===== src/hw/rtl/utf8nv_pkg.sv =====
package utf8nv_pkg;

   localparam int unsigned ByteWidth  = 8;
   localparam int unsigned CountWidth = 16;
   localparam int unsigned CodeWidth  = 21;

   localparam logic [CountWidth-1:0] MaxNameBytesReset = 16'd64;

   typedef enum logic [3:0] {
      ERR_NONE       = 4'd0,
      ERR_EMPTY      = 4'd1,
      ERR_TOO_LONG   = 4'd2,
      ERR_BAD_LEAD   = 4'd3,
      ERR_TRUNCATED  = 4'd4,
      ERR_BAD_CONT   = 4'd5,
      ERR_OVERLONG   = 4'd6,
      ERR_SURROGATE  = 4'd7,
      ERR_ABOVE      = 4'd8,
      ERR_CONTROL    = 4'd9
   } error_kind_type;

   typedef struct packed {
      logic [CountWidth-1:0] byte_count;
      logic [1:0]            bytes_pending;
      logic [1:0]            sequence_length;
      logic [CodeWidth-1:0]  code_accumulator;
      error_kind_type        first_error;
   } stream_state_type;

   typedef struct packed {
      logic [ByteWidth-1:0] byte_value;
      logic                 has_byte;
      logic                 last_byte;
   } word_type;

endpackage


===== src/hw/rtl/utf8nv_step.sv =====
module utf8nv_step (
   input  utf8nv_pkg::stream_state_type state,
   input  utf8nv_pkg::word_type         word,
   input  logic [15:0]                  max_name_bytes,
   output utf8nv_pkg::stream_state_type state_in,
   output logic                         name_ok,
   output utf8nv_pkg::error_kind_type   error_kind
);
   import utf8nv_pkg::*;

   function automatic logic is_control(input logic [CodeWidth-1:0] cp);
      is_control = (cp < 21'h20) || (cp >= 21'h7f && cp <= 21'h9f);
   endfunction

   always_comb begin
      stream_state_type      st;
      error_kind_type        byte_err;
      error_kind_type        dec_err;
      error_kind_type        end_err;
      logic [CountWidth:0]   next_count;
      logic [ByteWidth-1:0]  b;
      logic [CodeWidth-1:0]  cp;
      logic                  overlong;

      st         = state;
      byte_err   = ERR_NONE;
      dec_err    = ERR_NONE;
      end_err    = ERR_NONE;
      b          = word.byte_value;
      next_count = {1'b0, state.byte_count} + {{CountWidth{1'b0}}, 1'b1};
      cp         = '0;
      overlong   = 1'b0;

      if (word.has_byte) begin
         if (next_count > {1'b0, max_name_bytes}) begin
            byte_err = ERR_TOO_LONG;
         end
         st.byte_count = next_count[CountWidth] ? {CountWidth{1'b1}}
                                                : next_count[CountWidth-1:0];
         if (state.bytes_pending == 2'd0) begin
            if (b <= 8'h7f) begin
               if (is_control({13'd0, b})) begin
                  dec_err = ERR_CONTROL;
               end
            end else if (b >= 8'hc2 && b <= 8'hdf) begin
               st.code_accumulator = {16'd0, b[4:0]};
               st.bytes_pending    = 2'd1;
               st.sequence_length  = 2'd1;
            end else if (b >= 8'he0 && b <= 8'hef) begin
               st.code_accumulator = {17'd0, b[3:0]};
               st.bytes_pending    = 2'd2;
               st.sequence_length  = 2'd2;
            end else if (b >= 8'hf0 && b <= 8'hf4) begin
               st.code_accumulator = {18'd0, b[2:0]};
               st.bytes_pending    = 2'd3;
               st.sequence_length  = 2'd3;
            end else begin
               dec_err = ERR_BAD_LEAD;
            end
         end else if (b[7:6] != 2'b10) begin
            dec_err          = ERR_BAD_CONT;
            st.bytes_pending = 2'd0;
         end else begin
            cp                  = {state.code_accumulator[CodeWidth-7:0], b[5:0]};
            st.code_accumulator = cp;
            st.bytes_pending    = state.bytes_pending - 2'd1;
            if (state.bytes_pending == 2'd1) begin
               overlong = (state.sequence_length == 2'd1 && cp < 21'h80) ||
                          (state.sequence_length == 2'd2 && cp < 21'h800) ||
                          (state.sequence_length == 2'd3 && cp < 21'h10000);
               if (overlong) begin
                  dec_err = ERR_OVERLONG;
               end else if (cp >= 21'hd800 && cp <= 21'hdfff) begin
                  dec_err = ERR_SURROGATE;
               end else if (cp > 21'h10ffff) begin
                  dec_err = ERR_ABOVE;
               end else if (is_control(cp)) begin
                  dec_err = ERR_CONTROL;
               end
            end
         end
         if (byte_err == ERR_NONE) begin
            byte_err = dec_err;
         end
         if (st.first_error == ERR_NONE) begin
            st.first_error = byte_err;
         end
      end

      if (st.byte_count == '0) begin
         end_err = ERR_EMPTY;
      end else if (st.bytes_pending != 2'd0) begin
         end_err = ERR_TRUNCATED;
      end

      error_kind = (st.first_error == ERR_NONE) ? end_err : st.first_error;
      name_ok    = (error_kind == ERR_NONE);

      if (word.last_byte) begin
         st = '{byte_count: '0, bytes_pending: 2'd0, sequence_length: 2'd0,
                code_accumulator: '0, first_error: ERR_NONE};
      end
      state_in = st;
   end

endmodule


===== src/hw/rtl/utf8_name_validator.sv =====
// Strict UTF-8 check of a name, one byte per word on the req channel. A word
// with last_byte set closes the name and yields one rsp word (name_ok and the
// first error in stream order); other words yield none, and a word with
// neither has_byte nor last_byte is ignored. Throughput is one word per clock
// while the rsp side keeps up: each word sits in the input register while the
// decode step updates the stream state, and its verdict sits in the output
// register, which drives rsp_valid once the closing word has left the input
// register; a closing word waits there while the previous verdict is unread.
// csr_write_data sets the longest accepted name in bytes (reset 64); the user
// must write it only while idle, and the block does not enforce this.
module utf8_name_validator (
   input  logic        clock,
   input  logic        reset,
   input  logic        req_valid,
   output logic        req_ready,
   input  logic [7:0]  req_byte_value,
   input  logic        req_has_byte,
   input  logic        req_last_byte,
   output logic        rsp_valid,
   input  logic        rsp_ready,
   output logic        rsp_name_ok,
   output logic [3:0]  rsp_error_kind,
   input  logic        csr_write_enable,
   input  logic [15:0] csr_write_data
);
   import utf8nv_pkg::*;

   logic                  in_valid_ff;
   word_type              word_ff;
   stream_state_type      state_ff;
   stream_state_type      state_in;
   logic [CountWidth-1:0] max_name_bytes_ff;
   logic                  rsp_valid_ff;
   logic                  name_ok_ff;
   error_kind_type        error_kind_ff;
   logic                  name_ok_in;
   error_kind_type        error_kind_in;
   logic                  advance;

   // hold a closing word while the previous verdict is still waiting
   assign advance   = in_valid_ff && (!word_ff.last_byte || !rsp_valid_ff || rsp_ready);
   assign req_ready = !in_valid_ff || advance;

   utf8nv_step u_step (
      .state          (state_ff),
      .word           (word_ff),
      .max_name_bytes (max_name_bytes_ff),
      .state_in       (state_in),
      .name_ok        (name_ok_in),
      .error_kind     (error_kind_in)
   );

   always_ff @(posedge clock) begin
      if (reset) begin
         in_valid_ff       <= 1'b0;
         rsp_valid_ff      <= 1'b0;
         max_name_bytes_ff <= MaxNameBytesReset;
         state_ff          <= '{byte_count: '0, bytes_pending: 2'd0,
                                sequence_length: 2'd0, code_accumulator: '0,
                                first_error: ERR_NONE};
      end else begin
         if (csr_write_enable) begin
            max_name_bytes_ff <= csr_write_data;
         end
         if (req_ready) begin
            in_valid_ff <= req_valid;
         end
         if (advance) begin
            state_ff <= state_in;
         end
         if (advance && word_ff.last_byte) begin
            rsp_valid_ff <= 1'b1;
         end else if (rsp_ready) begin
            rsp_valid_ff <= 1'b0;
         end
      end
   end

   always_ff @(posedge clock) begin
      if (req_valid && req_ready) begin
         word_ff <= '{byte_value: req_byte_value, has_byte: req_has_byte,
                      last_byte: req_last_byte};
      end
      if (advance && word_ff.last_byte) begin
         name_ok_ff    <= name_ok_in;
         error_kind_ff <= error_kind_in;
      end
   end

   assign rsp_valid      = rsp_valid_ff;
   assign rsp_name_ok    = name_ok_ff;
   assign rsp_error_kind = error_kind_ff;

endmodule

===== config.mk =====
export PLATFORM = sky130hd
export DESIGN_NAME = utf8_name_validator
export DESIGN_NICKNAME = d
export VERILOG_FILES = /design/src/hw/rtl/utf8nv_pkg.sv /design/src/hw/rtl/utf8nv_step.sv /design/src/hw/rtl/utf8_name_validator.sv
export SDC_FILE = /design/constraint.sdc
export NUM_CORES = 1
export LEC_CHECK = 0
export ABC_AREA = 1
export BUFFER_PORTS_ARGS = -buffer_cell sky130_fd_sc_hd__buf_2
export CORE_MARGIN = 4
export CORE_UTILIZATION = 45
export CTS_CLUSTER_SIZE = 8
export DETAILED_ROUTE_END_ITERATION = 10
export GPL_TIMING_DRIVEN = 0
export SYNTH_ARGS = -nofsm -noshare
export SYNTH_HDL_FRONTEND = slang
export SYNTH_SLANG_ARGS = --single-unit
export TNS_END_PERCENT = 30

===== constraint.sdc =====
create_clock -name clock -period 6 [get_ports clock]
set_input_delay 0 -clock clock [delete_from_list [all_inputs] [get_ports clock]]
set_output_delay 0 -clock clock [all_outputs]
set_load 0.005 [all_outputs]

==> results.ini <==
[power]
peakVddDrop_uv=125
powerDensity_mw_per_mm2=223
leakagePower_uw=0.00252

[run_status]
status=finished clean

[sta]
worstMarginPinSlew_ns=0.784
fin_tns_setup_ns=0
relSlewSlack_pct=47.6
fin_crit_ns=3.24
maxSlewViolCount=0
max_freq_mhz=309
min_period_over_period_pct=53.9
rsz0062_at_grt=false
skew_ns=0.0137
hold_viol=0
setup_viol=0

[critical_path]
crit_buf_inv=1
r2r-end=rsp_name_ok$_DFFE_PP_
timing.rr.start=state_ff[29]$_SDFFE_PP0P_
cpLargestDelayFamily=simple AND/OR/NAND/NOR gates
cp_cell_sequence=ha_1 > nand3_2 > nand3b_1 > xor2_1 > inv_1 > ha_1 > nand2_1 > o21ai_0 > nor2_1 > nor2_1 > nor2_2 > nand3_1 > nand2_2 > nand3_1 > nand2_2 > nor2_4 > nand3_1 > nand2_2 > nor2_1
required_ns=6.11
crit_type=reg2reg
cp_num_cells=19
reg2reg_depth=19
max_stage_delay_ns=0.45
crit_slowest_cell=dfxtp_1
startpoint=state_ff[29]$_SDFFE_PP0P_
critPathLaunchType=flop
path_max_fanout=7
rrSetupSlack_ns=2.76
cp-end-kind=flop
critPathArrivalTime_ns=3.35

[placed_design]
dp_hpwl_um=8380
port_buffers=37
placed_cells=815
placed_cell_area_mm2=0.00471
gp_congestion=0.919

[clocking]
clk_latency_ns=0.35
cts_tree=yes
postCtsSetupRepairBufs=0
cts.sinks=72
cts_resized=0
clkTransAtPathRegs_ns=0.09
cts_buffers=9
cts_hold_buf=31
max-clock-path-buffers=2
cts_max_level=3
cts_root_buf=clkbuf_8

[finish]
final_cell_area_mm2=0.00526
drive_gt1_share_pct=11.1
antenna_cells=0
syn_to_final_growth_pct=20.6
fin_cells=862
final_nets=778

[global_route]
grt_use_total_pct=21.2
grt_pass1_wl_um=19400
grt_overflow=0
grt_max_degree=13
antenna_found_initial=0
grt_pass1_vias=4205

[routing]
finalWirelength_um=11300
first_pass_iters=5
drt_first_iter_violations=171
drcViolationCount=0
via_per_inst=4.95
routedWlPerCell_um=13.2
dr_total_vias=4264
ant_nets=0

[synthesis]
ys_warn_count=0
syn_nets=699
synthCells=649
synth_edf_count=15
postSynth.asyncResetShare_pct=0
syn_area_mm2=0.00437
ys_seq_elements=72
syn_area_per_cell_um2=6.73
ys_seq_area_share_pct=36.5
yosysUniqueCellTypes=39
ys.flop_type=dfxtp_1

[die]
die_w_um=106
die_area_mm2=0.0113
start_util_pct=46.8
fp.coreArea_mm2=0.00933
dieHeight_um=106
ios=38
row_count=35

[hold_path]
hold-path-cell-count=4
hold_path.startpoint=rsp_ready
min_to=rsp_valid$_SDFFE_PP0P_
hp-class=in2reg

[run]
maxCapViolCount=0

## state kept, by name (all words and copies together) (netlist names)
name	count
max_name_bytes_ff	16
word_ff	10
rsp_valid	1
in_valid_ff	1
state_ff	39
rsp_error_kind	4
rsp_name_ok	1
## Yosys cell counts (2+ instances only)
cell	n	area, um2
a211oi_1	9	67.6
nand2_1	151	567
clkbuf_1	15	56.3
nor2_2	2	12.5
nand3_2	2	20.0
edfxtp_1	15	450
buf_4	3	22.5
o21bai_1	3	22.5
clkinv_1	3	11.3
nor2_1	59	221
nand2_2	9	56.3
inv_2	2	7.51
nor3b_1	2	15.0
o21ai_1	3	15.0
nor2_4	3	33.8
ha_1	19	238
nor3_1	8	40.0
o21ai_0	43	215
nand4_1	8	50.1
inv_1	100	375
dfxtp_1	57	1140
a21oi_1	60	300
or2_2	4	25.0
nand3_1	50	250
xor2_1	5	43.8
## routing by layer
layer  up-vias  wire length, um  GRT usage [%]
li1       2262                -              -
met1      1912             4960           25.7
met2        70             5670           38.2
met3        20              464           3.70
met4         0              245           6.67
met5         -                0              0
## metrics by stage
step                      total power, uW  setup slack (ns)  utilization (%)  hold slack [ns]
after CTS                            1180              2.75             56.4           0.0204
after floorplan                       657              3.24                -           0.0989
after global placement                704              2.79             50.5            0.177
final                                1170              2.76             56.4           0.0338
after detailed placement              706              2.75             50.5            0.179
after global routing                 1240              2.41             56.4           0.0835
## cells in the final DEF (no fill, tap or decap), types with 2 or more instances in the layout
cell | Yosys | routed
dfxtp_1 | 57 | 57
edfxtp_1 | 15 | 15
a21oi_1 | 60 | 60
a211oi_1 | 9 | 9
buf_4 | 3 | 3
nand3_1 | 50 | 50
clkbuf_1 | 15 | 16
buf_2 | 1 | 38
nor2_2 | 2 | 2
or2_2 | 4 | 4
nor2_1 | 59 | 59
xor2_1 | 5 | 5
o21ai_1 | 3 | 3
nand4_1 | 8 | 8
nor3b_1 | 2 | 2
o21bai_1 | 3 | 3
clkinv_1 | 3 | 3
nor3_1 | 8 | 8
dlygate4sd3_1 | 0 | 31
nand2_1 | 151 | 151
nand2_2 | 9 | 9
inv_2 | 2 | 2
ha_1 | 19 | 19
nand3_2 | 2 | 2
inv_1 | 100 | 100
clkbuf_8 | 0 | 10
o21ai_0 | 43 | 43
nor2_4 | 3 | 3
bufinv_16 | 0 | 2
## worst reg2reg max path: cells and delay by family, from the launching register on
family                   cells  cell delay (ns)
XOR/XNOR                     1             0.24
AO/OA/AOI/OAI                1             0.15
AND/OR/NAND/NOR             14             1.45
buffers and inverters        1             0.08
adder cells (fa/ha/maj)      2             0.65
flip-flops                   1             0.45
## cell families (layout without fill, tap and decap cells)
| kind of cell | Yosys count | count (layout) | synth area share [%] |
|---|---|---|---|
| adder cells (fa/ha/maj) | 19 | 19 | 5.45 |
| XOR/XNOR | 6 | 6 | 1.20 |
| AND/OR/NAND/NOR | 301 | 301 | 30.2 |
| AO/OA/AOI/OAI | 126 | 126 | 15.7 |
| flip-flops | 72 | 72 | 36.5 |
| buffers and inverters | 125 | 209 | 11.0 |
## cell type report
type,instances,area (um2)
fill,930,4070
tap,129,161
buffer,20,87.6
multi-input combinational,452,2290
inverter,105,394
clock inverter,4,73.8
timing repair buffer,68,495
clock buffer,12,166
sequential,72,1590
## how the worst max path moves through the flow
stage	endpoint	slack, ns
after floorplan	rsp_name_ok$_DFFE_PP_	3.24
after global placement	rsp_name_ok$_DFFE_PP_	2.79
after detailed placement	rsp_name_ok$_DFFE_PP_	2.75
after CTS	rsp_name_ok$_DFFE_PP_	2.75
after global routing	rsp_name_ok$_DFFE_PP_	2.41
final	rsp_name_ok$_DFFE_PP_	2.76
## report_power, final
| part | total, uW | leakage (uW) | internal (uW) | switching (uW) |
|---|---|---|---|---|
| sequential | 532 | 0.000610 | 517 | 14.2 |
| clock | 463 | 0.000122 | 271 | 192 |
| combinational | 180 | 0.00178 | 71.2 | 109 |
| total | 1170 | 0.00252 | 860 | 315 |
Power figures use the tool's default switching activity.
